===== src/rtl/rwrt_pkg.sv =====
// Shared types, constants and codes of the receive window reorder tracker.
`default_nettype none

package rwrt_pkg;

  // Field widths fixed by the segment and acknowledgement formats.
  localparam int SEQ_W    = 31;
  localparam int HANDLE_W = 16;
  localparam int WS_W     = 5;
  localparam int KIND_W   = 2;

  // Default number of physical slots.
  localparam int DEPTH_DEFAULT = 16;

  // Window size after reset.
  localparam logic [WS_W-1:0] WS_RESET = 5'd8;

  // Operation codes of an input word.
  localparam logic OP_ARRIVE = 1'b0;
  localparam logic OP_DRAIN  = 1'b1;

  // Kind codes of a result word.
  typedef enum logic [KIND_W-1:0] {
    KIND_ACK    = 2'd0,
    KIND_SEG    = 2'd1,
    KIND_STATUS = 2'd2
  } kind_t;

  // Controller states.
  typedef enum logic [2:0] {
    ST_IDLE,
    ST_ARR_DIFF,
    ST_ARR_PUT,
    ST_ARR_SCAN,
    ST_DRN_SCAN,
    ST_COUNT,
    ST_DELIVER,
    ST_FINAL
  } state_t;

  // Commands from the controller to the datapath.
  typedef struct packed {
    logic capture;
    logic diff;
    logic put;
    logic scan_arr;
    logic scan_drn;
    logic count;
    logic deliver;
    logic load_final;
  } cmd_t;

  // Status from the datapath to the controller.
  typedef struct packed {
    logic is_drain;
    logic cnt_zero;
    logic room;
  } sts_t;

endpackage

`default_nettype wire


===== src/rtl/rwrt_ctrl.sv =====
// Controller state machine of the receive window reorder tracker.
`default_nettype none

module rwrt_ctrl import rwrt_pkg::*; (
  input  wire logic clk,
  input  wire logic rst,
  input  wire logic item_valid,
  input  wire logic op,
  output logic      item_stall,
  input  wire sts_t sts,
  output cmd_t      cmd
);

  state_t state;
  state_t state_next;

  // State register.
  always_ff @(posedge clk) begin
    if (rst) begin
      state <= ST_IDLE;
    end else begin
      state <= state_next;
    end
  end

  // Next state.
  always_comb begin
    state_next = state;
    case (state)
      ST_IDLE: begin
        if (item_valid) begin
          state_next = (op == OP_DRAIN) ? ST_DRN_SCAN : ST_ARR_DIFF;
        end
      end
      ST_ARR_DIFF: state_next = ST_ARR_PUT;
      ST_ARR_PUT:  state_next = ST_ARR_SCAN;
      ST_ARR_SCAN: state_next = ST_COUNT;
      ST_DRN_SCAN: state_next = ST_COUNT;
      ST_COUNT: begin
        state_next = sts.is_drain ? ST_DELIVER : ST_FINAL;
      end
      ST_DELIVER: begin
        if (sts.cnt_zero) begin
          state_next = ST_FINAL;
        end
      end
      ST_FINAL: begin
        if (sts.room) begin
          state_next = ST_IDLE;
        end
      end
      default: state_next = ST_IDLE;
    endcase
  end

  // Commands and input stall.
  always_comb begin
    cmd        = '0;
    item_stall = 1'b1;
    case (state)
      ST_IDLE: begin
        item_stall  = 1'b0;
        cmd.capture = item_valid;
      end
      ST_ARR_DIFF: cmd.diff     = 1'b1;
      ST_ARR_PUT:  cmd.put      = 1'b1;
      ST_ARR_SCAN: cmd.scan_arr = 1'b1;
      ST_DRN_SCAN: cmd.scan_drn = 1'b1;
      ST_COUNT:    cmd.count    = 1'b1;
      ST_DELIVER:  cmd.deliver  = sts.room && !sts.cnt_zero;
      ST_FINAL:    cmd.load_final = sts.room;
      default: begin
        cmd        = '0;
        item_stall = 1'b1;
      end
    endcase
  end

endmodule

`default_nettype wire


===== src/rtl/rwrt_dp.sv =====
// Datapath of the receive window reorder tracker: slots, scan, counters, output register.
`default_nettype none

module rwrt_dp import rwrt_pkg::*; #(
  parameter int WINDOW_DEPTH = DEPTH_DEFAULT
) (
  input  wire logic                clk,
  input  wire logic                rst,
  input  wire cmd_t                cmd,
  output sts_t                     sts,
  input  wire logic                cfg_wr,
  input  wire logic [WS_W-1:0]     cfg_data,
  input  wire logic                op,
  input  wire logic [SEQ_W-1:0]    seq_num,
  input  wire logic                eof_mark,
  input  wire logic [HANDLE_W-1:0] payload_handle,
  output logic                     result_valid,
  input  wire logic                result_stall,
  output logic [KIND_W-1:0]        kind,
  output logic [SEQ_W-1:0]         seq_out,
  output logic [HANDLE_W-1:0]      handle_out,
  output logic [SEQ_W-1:0]         next_expected,
  output logic [WS_W-1:0]          free_slots,
  output logic                     accepted,
  output logic                     transfer_done,
  output logic                     last
);

  localparam int IDX_W = (WINDOW_DEPTH > 1) ? $clog2(WINDOW_DEPTH) : 1;
  localparam int CNT_W = $clog2(WINDOW_DEPTH + 1);
  localparam int CMP_W = (CNT_W > WS_W) ? CNT_W : WS_W;
  localparam int POS_W = SEQ_W + 1;

  // Effective window size: zero acts as one, large values as the depth.
  function automatic logic [CNT_W-1:0] clamp_window(input logic [WS_W-1:0] ws);
    logic [CMP_W-1:0] ext;
    ext = CMP_W'(ws);
    if (ws == '0) begin
      return CNT_W'(1);
    end else if (ext > CMP_W'(WINDOW_DEPTH)) begin
      return CNT_W'(WINDOW_DEPTH);
    end
    return CNT_W'(ext);
  endfunction

  logic [CNT_W-1:0]        eff_win;

  // Captured input word.
  logic                    op_r;
  logic [SEQ_W-1:0]        seq_r;
  logic                    eof_r;
  logic [HANDLE_W-1:0]     handle_r;

  // Window state.
  logic [SEQ_W-1:0]        slot_seq    [WINDOW_DEPTH];
  logic [HANDLE_W-1:0]     slot_handle [WINDOW_DEPTH];
  logic [WINDOW_DEPTH-1:0] slot_full;
  logic [SEQ_W-1:0]        expected;
  logic [CNT_W-1:0]        fill_index;
  logic [SEQ_W-1:0]        last_read;
  logic [SEQ_W-1:0]        eof_p1;
  logic                    eof_known;

  // Working registers.
  logic                    seq_ok;
  logic [SEQ_W-1:0]        diff;
  logic                    acc_r;
  logic                    ack_r;
  logic [CNT_W-1:0]        cnt;
  logic [CNT_W-1:0]        free_r;

  // Combinational terms.
  logic [WINDOW_DEPTH-1:0] win_mask;
  logic [WINDOW_DEPTH-1:0] empty;
  logic [WINDOW_DEPTH-1:0] counted;
  logic [CNT_W-1:0]        gap;
  logic [CNT_W-1:0]        gap_m1;
  logic [SEQ_W-1:0]        scan_expected;
  logic [CNT_W-1:0]        occ;
  logic [POS_W-1:0]        pos;
  logic [IDX_W-1:0]        pos_idx;
  logic                    hit;
  logic                    done;
  logic                    room;

  // Window mask and first empty slot inside the window.
  always_comb begin
    for (int i = 0; i < WINDOW_DEPTH; i++) begin
      win_mask[i] = CNT_W'(i) < eff_win;
    end
    empty = ~slot_full | ~win_mask;
    gap   = CNT_W'(WINDOW_DEPTH);
    for (int i = WINDOW_DEPTH - 1; i >= 0; i--) begin
      if (empty[i]) begin
        gap = CNT_W'(i);
      end
    end
    gap_m1 = gap - CNT_W'(1);
  end

  // Next expected number from the gap scan.
  assign scan_expected = (gap == '0) ? last_read + SEQ_W'(1)
                                     : slot_seq[gap_m1[IDX_W-1:0]] + SEQ_W'(1);

  // Occupied slots inside the window once the drained run has gone.
  always_comb begin
    counted = (slot_full >> cnt) & win_mask;
    occ     = '0;
    for (int i = 0; i < WINDOW_DEPTH; i++) begin
      occ = occ + CNT_W'(counted[i]);
    end
  end

  // Target slot of an arriving segment.
  assign pos     = {1'b0, diff} + POS_W'(fill_index);
  assign pos_idx = pos[IDX_W-1:0];
  assign hit     = seq_ok && (pos < POS_W'(eff_win)) && !slot_full[pos_idx];

  assign done = eof_known && (expected == eof_p1);
  assign room = !result_valid || !result_stall;

  assign sts.is_drain = op_r;
  assign sts.cnt_zero = (cnt == '0);
  assign sts.room     = room;

  // Window size register.
  always_ff @(posedge clk) begin
    if (rst) begin
      eff_win <= clamp_window(WS_RESET);
    end else if (cfg_wr) begin
      eff_win <= clamp_window(cfg_data);
    end
  end

  // Input capture and arrival checks.
  always_ff @(posedge clk) begin
    if (cmd.capture) begin
      op_r     <= op;
      seq_r    <= seq_num;
      eof_r    <= eof_mark;
      handle_r <= payload_handle;
    end
    if (cmd.diff) begin
      seq_ok <= (seq_r >= expected) && (seq_r != '0);
      diff   <= seq_r - expected;
    end
    if (cmd.put) begin
      acc_r <= hit;
    end
    if (cmd.scan_drn) begin
      ack_r <= (gap == eff_win) && !done;
    end
    if (cmd.count) begin
      free_r <= eff_win - occ;
    end
  end

  // Slot occupancy: set on a stored arrival, shifted down on each delivery.
  always_ff @(posedge clk) begin
    if (rst) begin
      slot_full <= '0;
    end else if (cmd.put && hit) begin
      slot_full[pos_idx] <= 1'b1;
    end else if (cmd.deliver) begin
      slot_full <= slot_full >> 1;
    end
  end

  // Slot contents follow the occupancy bits.
  always_ff @(posedge clk) begin
    if (cmd.put && hit) begin
      slot_seq[pos_idx]    <= seq_r;
      slot_handle[pos_idx] <= handle_r;
    end else if (cmd.deliver) begin
      for (int i = 0; i < WINDOW_DEPTH - 1; i++) begin
        slot_seq[i]    <= slot_seq[i+1];
        slot_handle[i] <= slot_handle[i+1];
      end
      slot_seq[WINDOW_DEPTH-1]    <= '0;
      slot_handle[WINDOW_DEPTH-1] <= '0;
    end
  end

  // Sequence tracking state.
  always_ff @(posedge clk) begin
    if (rst) begin
      expected   <= SEQ_W'(1);
      fill_index <= '0;
      last_read  <= '0;
      eof_p1     <= SEQ_W'(1);
      eof_known  <= 1'b0;
      cnt        <= '0;
    end else begin
      if (cmd.capture) begin
        cnt <= '0;
      end
      if (cmd.put && hit && eof_r) begin
        eof_p1    <= seq_r + SEQ_W'(1);
        eof_known <= 1'b1;
      end
      if (cmd.scan_arr) begin
        fill_index <= gap;
        expected   <= scan_expected;
      end
      if (cmd.scan_drn) begin
        fill_index <= '0;
        cnt        <= gap;
      end
      if (cmd.deliver) begin
        last_read <= slot_seq[0];
        cnt       <= cnt - CNT_W'(1);
      end
    end
  end

  // Output word valid.
  always_ff @(posedge clk) begin
    if (rst) begin
      result_valid <= 1'b0;
    end else if (cmd.deliver || cmd.load_final) begin
      result_valid <= 1'b1;
    end else if (!result_stall) begin
      result_valid <= 1'b0;
    end
  end

  // Output word payload.
  always_ff @(posedge clk) begin
    if (cmd.deliver) begin
      kind          <= KIND_SEG;
      seq_out       <= slot_seq[0];
      handle_out    <= slot_handle[0];
      next_expected <= expected;
      free_slots    <= WS_W'(free_r);
      accepted      <= 1'b0;
      transfer_done <= done;
      last          <= 1'b0;
    end else if (cmd.load_final) begin
      if (op_r && !ack_r) begin
        kind <= KIND_STATUS;
      end else begin
        kind <= KIND_ACK;
      end
      seq_out       <= '0;
      handle_out    <= '0;
      next_expected <= expected;
      free_slots    <= WS_W'(free_r);
      accepted      <= !op_r && acc_r;
      transfer_done <= done;
      last          <= 1'b1;
    end
  end

  // A new word is never loaded over one that is still stalled.
  a_no_overwrite: assert property (@(posedge clk) disable iff (rst)
    (cmd.deliver || cmd.load_final) |-> !(result_valid && result_stall))
    else $error("output word overwritten while stalled");

  // Every delivered segment comes from an occupied front slot.
  a_deliver_full: assert property (@(posedge clk) disable iff (rst)
    cmd.deliver |-> slot_full[0])
    else $error("delivery from an empty slot");

  // The fill index and the delivery count never pass the depth.
  a_counts_bounded: assert property (@(posedge clk) disable iff (rst)
    (fill_index <= CNT_W'(WINDOW_DEPTH)) && (cnt <= CNT_W'(WINDOW_DEPTH)))
    else $error("fill index or delivery count out of range");

  // Only the acknowledgement of an arrival can report a stored segment.
  a_accept_on_ack: assert property (@(posedge clk) disable iff (rst)
    (result_valid && accepted) |-> (kind == KIND_ACK) && last)
    else $error("accepted flag on a word other than an arrival ACK");

endmodule

`default_nettype wire


===== src/rtl/receive_window_reorder_tracker.sv =====
// Top level of the receive window reorder tracker: controller and datapath.
//
//   Channel   Handshake                 Payload
//   item      item_valid / item_stall   op, seq_num, eof_mark, payload_handle
//   result    result_valid/result_stall kind, seq_out, handle_out, next_expected,
//                                       free_slots, accepted, transfer_done, last
//   cfg       cfg_valid / cfg_ready     cfg_data (window size)
//
// An arrival passes from acceptance to the next acceptance through the check,
// slot write, gap scan, free count and loading the acknowledgement word.
// A drain does the gap scan, free count and one delivery per segment; the single
// shared shift of the slot registers moves one segment per cycle unless stalled.
// Reset is synchronous; it empties the window and sets the window size to 8.
// A stalled result holds the controller in its delivery or final state.
`default_nettype none

module receive_window_reorder_tracker import rwrt_pkg::*; #(
  parameter int WINDOW_DEPTH = DEPTH_DEFAULT
) (
  input  wire logic                clk,
  input  wire logic                rst,
  input  wire logic                cfg_valid,
  output logic                     cfg_ready,
  input  wire logic [WS_W-1:0]     cfg_data,
  input  wire logic                item_valid,
  output logic                     item_stall,
  input  wire logic                op,
  input  wire logic [SEQ_W-1:0]    seq_num,
  input  wire logic                eof_mark,
  input  wire logic [HANDLE_W-1:0] payload_handle,
  output logic                     result_valid,
  input  wire logic                result_stall,
  output logic [KIND_W-1:0]        kind,
  output logic [SEQ_W-1:0]         seq_out,
  output logic [HANDLE_W-1:0]      handle_out,
  output logic [SEQ_W-1:0]         next_expected,
  output logic [WS_W-1:0]          free_slots,
  output logic                     accepted,
  output logic                     transfer_done,
  output logic                     last
);

  cmd_t cmd;
  sts_t sts;
  logic cfg_wr;

  // The window size register takes a write in any cycle.
  assign cfg_ready = 1'b1;
  assign cfg_wr    = cfg_valid && cfg_ready;

  rwrt_ctrl u_ctrl (
    .clk        (clk),
    .rst        (rst),
    .item_valid (item_valid),
    .op         (op),
    .item_stall (item_stall),
    .sts        (sts),
    .cmd        (cmd)
  );

  rwrt_dp #(
    .WINDOW_DEPTH (WINDOW_DEPTH)
  ) u_dp (
    .clk            (clk),
    .rst            (rst),
    .cmd            (cmd),
    .sts            (sts),
    .cfg_wr         (cfg_wr),
    .cfg_data       (cfg_data),
    .op             (op),
    .seq_num        (seq_num),
    .eof_mark       (eof_mark),
    .payload_handle (payload_handle),
    .result_valid   (result_valid),
    .result_stall   (result_stall),
    .kind           (kind),
    .seq_out        (seq_out),
    .handle_out     (handle_out),
    .next_expected  (next_expected),
    .free_slots     (free_slots),
    .accepted       (accepted),
    .transfer_done  (transfer_done),
    .last           (last)
  );

endmodule

`default_nettype wire


===== config.mk =====
export PLATFORM = sky130hd
export DESIGN_NAME = receive_window_reorder_tracker
export DESIGN_NICKNAME = d
export VERILOG_FILES = /design/src/rtl/rwrt_pkg.sv /design/src/rtl/rwrt_ctrl.sv /design/src/rtl/rwrt_dp.sv /design/src/rtl/receive_window_reorder_tracker.sv
export SDC_FILE = /design/constraint.sdc
export NUM_CORES = 2
export LEC_CHECK = 0
export BUFFER_PORTS_ARGS = -buffer_cell sky130_fd_sc_hd__clkbuf_2
export CELL_PAD_IN_SITES_DETAIL_PLACEMENT = 0
export CELL_PAD_IN_SITES_GLOBAL_PLACEMENT = 1
export CORE_MARGIN = 2
export CORE_UTILIZATION = 52
export DETAILED_ROUTE_END_ITERATION = 10
export HOLD_SLACK_MARGIN = 0.08
export MAX_ROUTING_LAYER = met4
export PLACE_DENSITY = 0.8
export SLEW_MARGIN = 20
export SYNTH_ARGS = -nofsm -noshare
export SYNTH_HDL_FRONTEND = slang
export SYNTH_SLANG_ARGS = --single-unit

===== constraint.sdc =====
create_clock -name clk -period 7.29 [get_ports clk]
set_input_delay 0.729 -clock clk [delete_from_list [all_inputs] [get_ports clk]]
set_output_delay 0.729 -clock clk [all_outputs]
set_load 0.03 [all_outputs]

Word-level counts from Yosys, hierarchy flattened
Memory sizes are Yosys's and may differ from the RTL's.
Cells that the tools add are included.
- reductions and logical operators: 33
- order comparisons: 21
- bitwise logic cells: 5
- muxes and demuxes: 72
- eq/ne operators: 13
- add/subtract/negate cells: 23
- shifts and indexed selects: 1
- operators by type and width (operator ; number):
    $mux W31 ; 6
    $mux W5 ; 24
    $add A31 B1 Y31 const B ; 3
    $mux W16 ; 5
    $add A5 B1 Y5 ; 14
    $lt A4 B5 Y1 const A ; 8
    $add A31 B5 Y32 ; 1
    $lt A32 B5 Y1 ; 1
    $not A16 Y16 ; 2
    $or A16 B16 Y16 ; 2
    $eq A31 B31 Y1 ; 1
    $ge A31 B31 Y1 ; 1
    $reduce_bool A31 Y1 ; 1
    $reduce_or A31 Y1 ; 1
    $sub A31 B31 Y31 ; 1
    $mux W1 ; 27
    $pmux W3 S7 ; 1
    $lt A3 B5 Y1 const A ; 4
    $and A16 B16 Y16 ; 1
    $reduce_or A16 Y1 ; 1
    $shr A16 B5 Y16 ; 1
    $logic_not A5 Y1 ; 3
    $eq A3 B3 Y1 const B ; 4
    $mux W3 ; 4
    other kinds (26) ; 51
- flip-flop bits (word level): 305
- input port bits: 59
- bits in writable memories: 752
- memories: 2
- output and inout bits: 91
- word-level logic and storage cells: 197
- memories (memory ; words ; width ; rd ports ; clocked after Yosys merged registers in ; write ports ; RTL line ; RTL):
    u_dp.slot_seq ; 16 ; 31 ; 17 ; 0 ; 16 ; rwrt_dp.sv:55 ; logic [SEQ_W-1:0] slot_seq [WINDOW_DEPTH];
    u_dp.slot_handle ; 16 ; 16 ; 16 ; 0 ; 16 ; rwrt_dp.sv:56 ; logic [HANDLE_W-1:0] slot_handle [WINDOW_DEPTH];

Depth between registers and ports, before layout
An unclocked memory read counts as a cell.
- depth in word-level cells: 23
- depth in mapped cells: 33
- depth with buffers taken out: 23

Modules after synthesis
A second synthesis with hierarchy kept.
- cells, all modules: 4677
- area, all modules: 54060.6 um^2
- modules (own cells, without submodules) (module ; times used ; seq. area each (um^2) ; area each (um^2) ; cells each):
    rwrt_dp ; 1 ; 29878.7 ; 53804.1 ; 4637
    rwrt_ctrl ; 1 ; 60.1 ; 245.2 ; 38
    receive_window_reorder_tracker ; 1 ; 0.0 ; 11.3 ; 2

Worst setup path after synthesis
Ideal clock, no wire load.
- kind: register -> register
- from: reg u_dp.eff_win[3]
- to: reg u_dp.expected[28]
- setup time: 0.103 ns
- clock period less this slack: 6.382 ns
- data required time: 7.187 ns
- path buffers: 8
- path slack: 0.908 ns
- data arrival time: 6.279 ns
- stages on the path, launching flop included: 31
- cells stage by stage: dfxtp_1 buf_2 o211ai_1 nand2_1 nand4b_1 o211ai_1 nand2_2 inv_2 buf_4 buf_4 buf_6 buf_4 buf_2 buf_2 ha_1 inv_1 a311oi_1 nor3_4 buf_2 nor2_1 a221oi_1 o211ai_1 nor2_1 a211oi_1 a21o_1 ha_1 nand3_1 nor3_1 and2_1 a31oi_1 a2111oi_2
- cells in the longest elaborated chain, start to end: 23
- elaborated cells between the ends (all ways): 39
- classes of those cells: add/sub (2); order compare (16); mux (17); bitwise (2); reduce/logical (1); memory (1)
- ends and longest elaborated chain (item ; RTL line ; RTL):
    from (decl) ; rwrt_dp.sv:46 ; logic [CNT_W-1:0] eff_win;
    from (signal assigned) ; rwrt_dp.sv:129 ; eff_win <= clamp_window(WS_RESET);
    from (signal assigned) ; rwrt_dp.sv:131 ; eff_win <= clamp_window(cfg_data);
    $lt A4 B5 Y1 ; rwrt_dp.sv:89 ; win_mask[i] = CNT_W'(i) < eff_win;
    $not A16 Y16 * ; rwrt_dp.sv:91 ; empty = ~slot_full | ~win_mask;
    $or A16 B16 Y16 * ; rwrt_dp.sv:91 ;
    $mux W5 (15 in a row) ; rwrt_dp.sv:94 ; if (empty[i]) begin
    $mux W5 * ; rwrt_dp.sv:94 ;
    $sub A4 B1 Y4 ; rwrt_dp.sv:98 ; gap_m1 = gap - CNT_W'(1);
    $mem_v2 Z16 W31 ; - ;
    $add A31 B1 Y31 ; rwrt_dp.sv:103 ; : slot_seq[gap_m1[IDX_W-1:0]] + SEQ_W'(1);
    $mux W31 * ; rwrt_dp.sv:102 ; assign scan_expected = (gap == '0) ? last_read + SEQ_W'(1)
    to (signal assigned) ; rwrt_dp.sv:203 ; expected <= scan_expected;
    to (decl) ; rwrt_dp.sv:58 ; logic [SEQ_W-1:0] expected;
Mark *: on every way between the ends. The rest lies on a longest branch, timed or not.
A chain may end at the register's enable or synchronous reset.

Worst setup path after layout
- from: reg u_dp.eff_win[4]
- to: reg u_dp.expected[28]
Same word-level chain as after synthesis.

==> impl_metrics.tcl <==
set metrics [dict create \
    outcome "complete, no violations" \
    worstSetupStartpointType "flop" \
    cts_tree "yes" \
    worst_slew_pin_slew_ps 1187 \
    synthFlopType "edfxtp_1" \
    dp_hpwl_mm 96.54 \
    rsz0062_at_grt "false" \
    period_needed_ps 6901 \
    cp_max_fo 18 \
    regArea_sq_um 29940 \
    synth-xor-area-share_pct 2.046 \
    postCtsHoldBufs 0 \
    layout-drive-gt1-share_pct 13.02 \
    globalRouteTotalUtil_pct 31.01 \
    setup_viol 0 \
    io-pin-count 150 \
    area.growth.synth_to_final_pct 11.53 \
    hp-class "input port to flop" \
    cap_violations 0 \
    crit_required_ps 7890 \
    ant_nets 0 \
    post_cts_buffers 0 \
    grtUsageMet1_pct 41.64 \
    cts_buffer_depth 3 \
    avgRoutedWirePerCell_um 27.32 \
    synth_nets 4267 \
    yosysMostFrequentCell "edfxtp_1" \
    synth_area_sq_um 50440 \
    grt_start_max_net_pins 160 \
    p_leak_uw 0.02353 \
    hold_viol 0 \
    first_pass_iters 6 \
    vias 35186 \
    coreArea_sq_um 96420 \
    synth_cell_type_count 100 \
    clock-skew-final_ps 32.81 \
    max_slew_margin_pct 18.63 \
    drc 0 \
    multi_input_area_sq_um 18860 \
    timing.critical_path.arrival_ps 7500 \
    path_class "flop to flop" \
    synth-simple-area-share_pct 8.726 \
    dr.first_iter.drc_count 4146 \
    ir_drop_mv 0.2368 \
    grt_overflow_total 0 \
    start_util_pct 52.31 \
    final_nets 4303 \
    grt_pass1_vias 33364 \
    yosysTopAreaCell "edfxtp_1" \
    cts_num_sinks 1057 \
    async_flop_share_pct 0 \
    ys_seq_area_share_pct 59.35 \
    fillCellCount 8058 \
    synthAdderAreaFrac_pct 2.436 \
    avgViaCountPerCell 6.360 \
    yosys.area.top_type_share_pct 52.21 \
    ys_seq_elements 1057 \
    preCtsSetupSlack_ps 412.3 \
    synth_area_leaders "edfxtp_1 (52%), a21o_1 (11%), dfxtp_1 (7.1%)" \
    hold_slack_ps 190.5 \
    synth_compound_area_share_pct 17.78 \
    fmaxAchievable_mhz 144.9 \
    portBuffers 148 \
    top_usage_layer "met2" \
    antenna_cells 0 \
    fin_tns_setup_ps 0 \
    worstSkewPairLatency_ps 720 \
    rows 114 \
    gp_congestion 0.9486 \
    post-route-period-util_pct 94.67 \
    yosys-top-cells-count "edfxtp_1 (877), a21o_1 (728), nand2_1 (294)" \
    synth_top_family_by_area "compound AO/OA/AOI/OAI gates" \
    powerDensity_nw_per_um2 275.1 \
    cts_buffers 110 \
    synth_edf_count 877 \
    met3_usage_pct 4.204 \
    report.final.slew_viol_count 0 \
    clk_pin_slew_ps 60 \
    grt_use_met2_pct 48.66 \
    die_area_sq_um 99510 \
    drt_wl_total_mm 151.1 \
    synth.area.mux_share_pct 5.961 \
    die_h_um 315.5 \
    clockRootBuffer "clkbuf_16" \
    yosys_warnings 0 \
    syn_inst 4123 \
    die_width_um 315.5 \
    grt_first_pass_wirelength_mm 221.8 \
    layout_setup_ws_ps 388.9 \
    h-tree-depth 3 \
    avgSynthCellArea_sq_um 12.23 \
    antenna_found_initial 5 \
    cp-end-kind "flop" \
]
## metrics by stage
| stage | total power [uW] | area [sq um] | instances | utilization, % |
|---|---|---|---|---|
| floorplan | 9233 | 50440 | 4123 | - |
| global placement | 9913 | 52660 | 5322 | 54.62 |
| detailed placement | 9978 | 52680 | 5323 | 54.64 |
| CTS | 15540 | 56250 | 5532 | 58.34 |
| global route | 16050 | 56260 | 5532 | 58.35 |
| finish | 15480 | 56260 | 5532 | 58.35 |
## where the power goes
group	switching, uW	internal (uW)	total (uW)
clock	2470	3130	5600
combinational	1450	1040	2490
sequential	295	7090	7380
total	4210	11300	15500
## area by class of cell
type                    count  area share, %
inverters                 136         0.9119
repair buffers            251          3.163
clock buffers             151          5.440
flip-flops and latches   1057          53.22
multi-input cells        2603          33.53
clock inverters            58         0.9052
well taps                1276          2.838
## routing by layer
layer | routed length (um) | up-vias | share of wire [%]
li1 | - | 15481 | -
met1 | 62410 | 17768 | 41
met2 | 70870 | 1620 | 47
met3 | 12330 | 317 | 8.2
met4 | 5514 | 0 | 3.6
met5 | 0 | - | 0
## flip-flops by register name, summed over array words and instances (netlist names), 2 cells and up
name,cells
u_dp.diff,31
u_dp.handle_r,16
u_dp.kind,2
u_dp.handle_out,16
u_dp.slot_seq,496
u_dp.next_expected,31
u_dp.free_r,5
u_dp.free_slots,5
u_dp.fill_index,5
u_dp.eof_p1,31
u_dp.slot_full,16
u_dp.eff_win,5
u_dp.expected,31
u_dp.last_read,31
u_dp.seq_out,31
u_dp.cnt,5
u_ctrl.state,3
u_dp.slot_handle,256
u_dp.seq_r,31
## worst max-delay path, cell delays in order (launching register included)
cell       delay, ps
dfxtp_1          740
or2_1            370
o21ai_1          170
a2111oi_4        480
o211ai_1         300
nand2_8          170
inv_4             40
ha_1             230
o21ai_4          160
o21ai_0          340
nor3_4           770
buf_4            330
mux4_2           230
nand2_1           50
and3_1           210
a221oi_2         560
nand3_1          260
nor3_1           520
and2_1           320
a31oi_1          130
a2111oi_2        370
## cell families after synthesis
kind of cell | after synthesis
fa+ha+maj | 85
compound gates | 1240
mux | 264
flops | 1057
xor+xnor | 117
other cells | 1
buf+inv | 463
simple gates | 896
## cell usage in the layout (no fill, tap or decap), types with 15 or more instances in the layout
cell / instances
fa_1: 22
buf_4: 83
nand2_4: 17
nor2b_1: 15
nand2_1: 278
nor4_1: 33
clkbuf_16: 113
a21oi_1: 131
clkbuf_2: 147
a21o_1: 728
o211ai_1: 24
nor3_1: 22
clkbuf_1: 29
and2_1: 71
mux4_2: 26
nor2_1: 208
o21ai_0: 68
a211oi_1: 67
nand4_1: 31
a31oi_1: 34
mux2_2: 31
nand3_1: 88
dfxtp_1: 180
clkinv_2: 24
and3_1: 37
o221a_2: 15
mux2i_1: 207
edfxtp_1: 877
o22ai_1: 39
buf_12: 21
xor2_1: 60
inv_1: 133
xnor2_1: 55
ha_1: 63
## worst paths after layout
check,startpoint,to,slack [ps],cells after the start
min,seq_num[5],u_dp.seq_r[5],190,1
min reg2reg,u_dp.free_r[2],u_dp.free_slots[2],420,0
max reg2reg,u_dp.eff_win[4],u_dp.expected[28],390,20
max,u_dp.eff_win[4],u_dp.expected[28],390,20
## what timing repair did
item	in CTS	in global routing
resized for setup	0	1
endpoints found under the hold margin	0	0
setup endpoints to repair	0	5
Power figures use the tool's default switching activity.
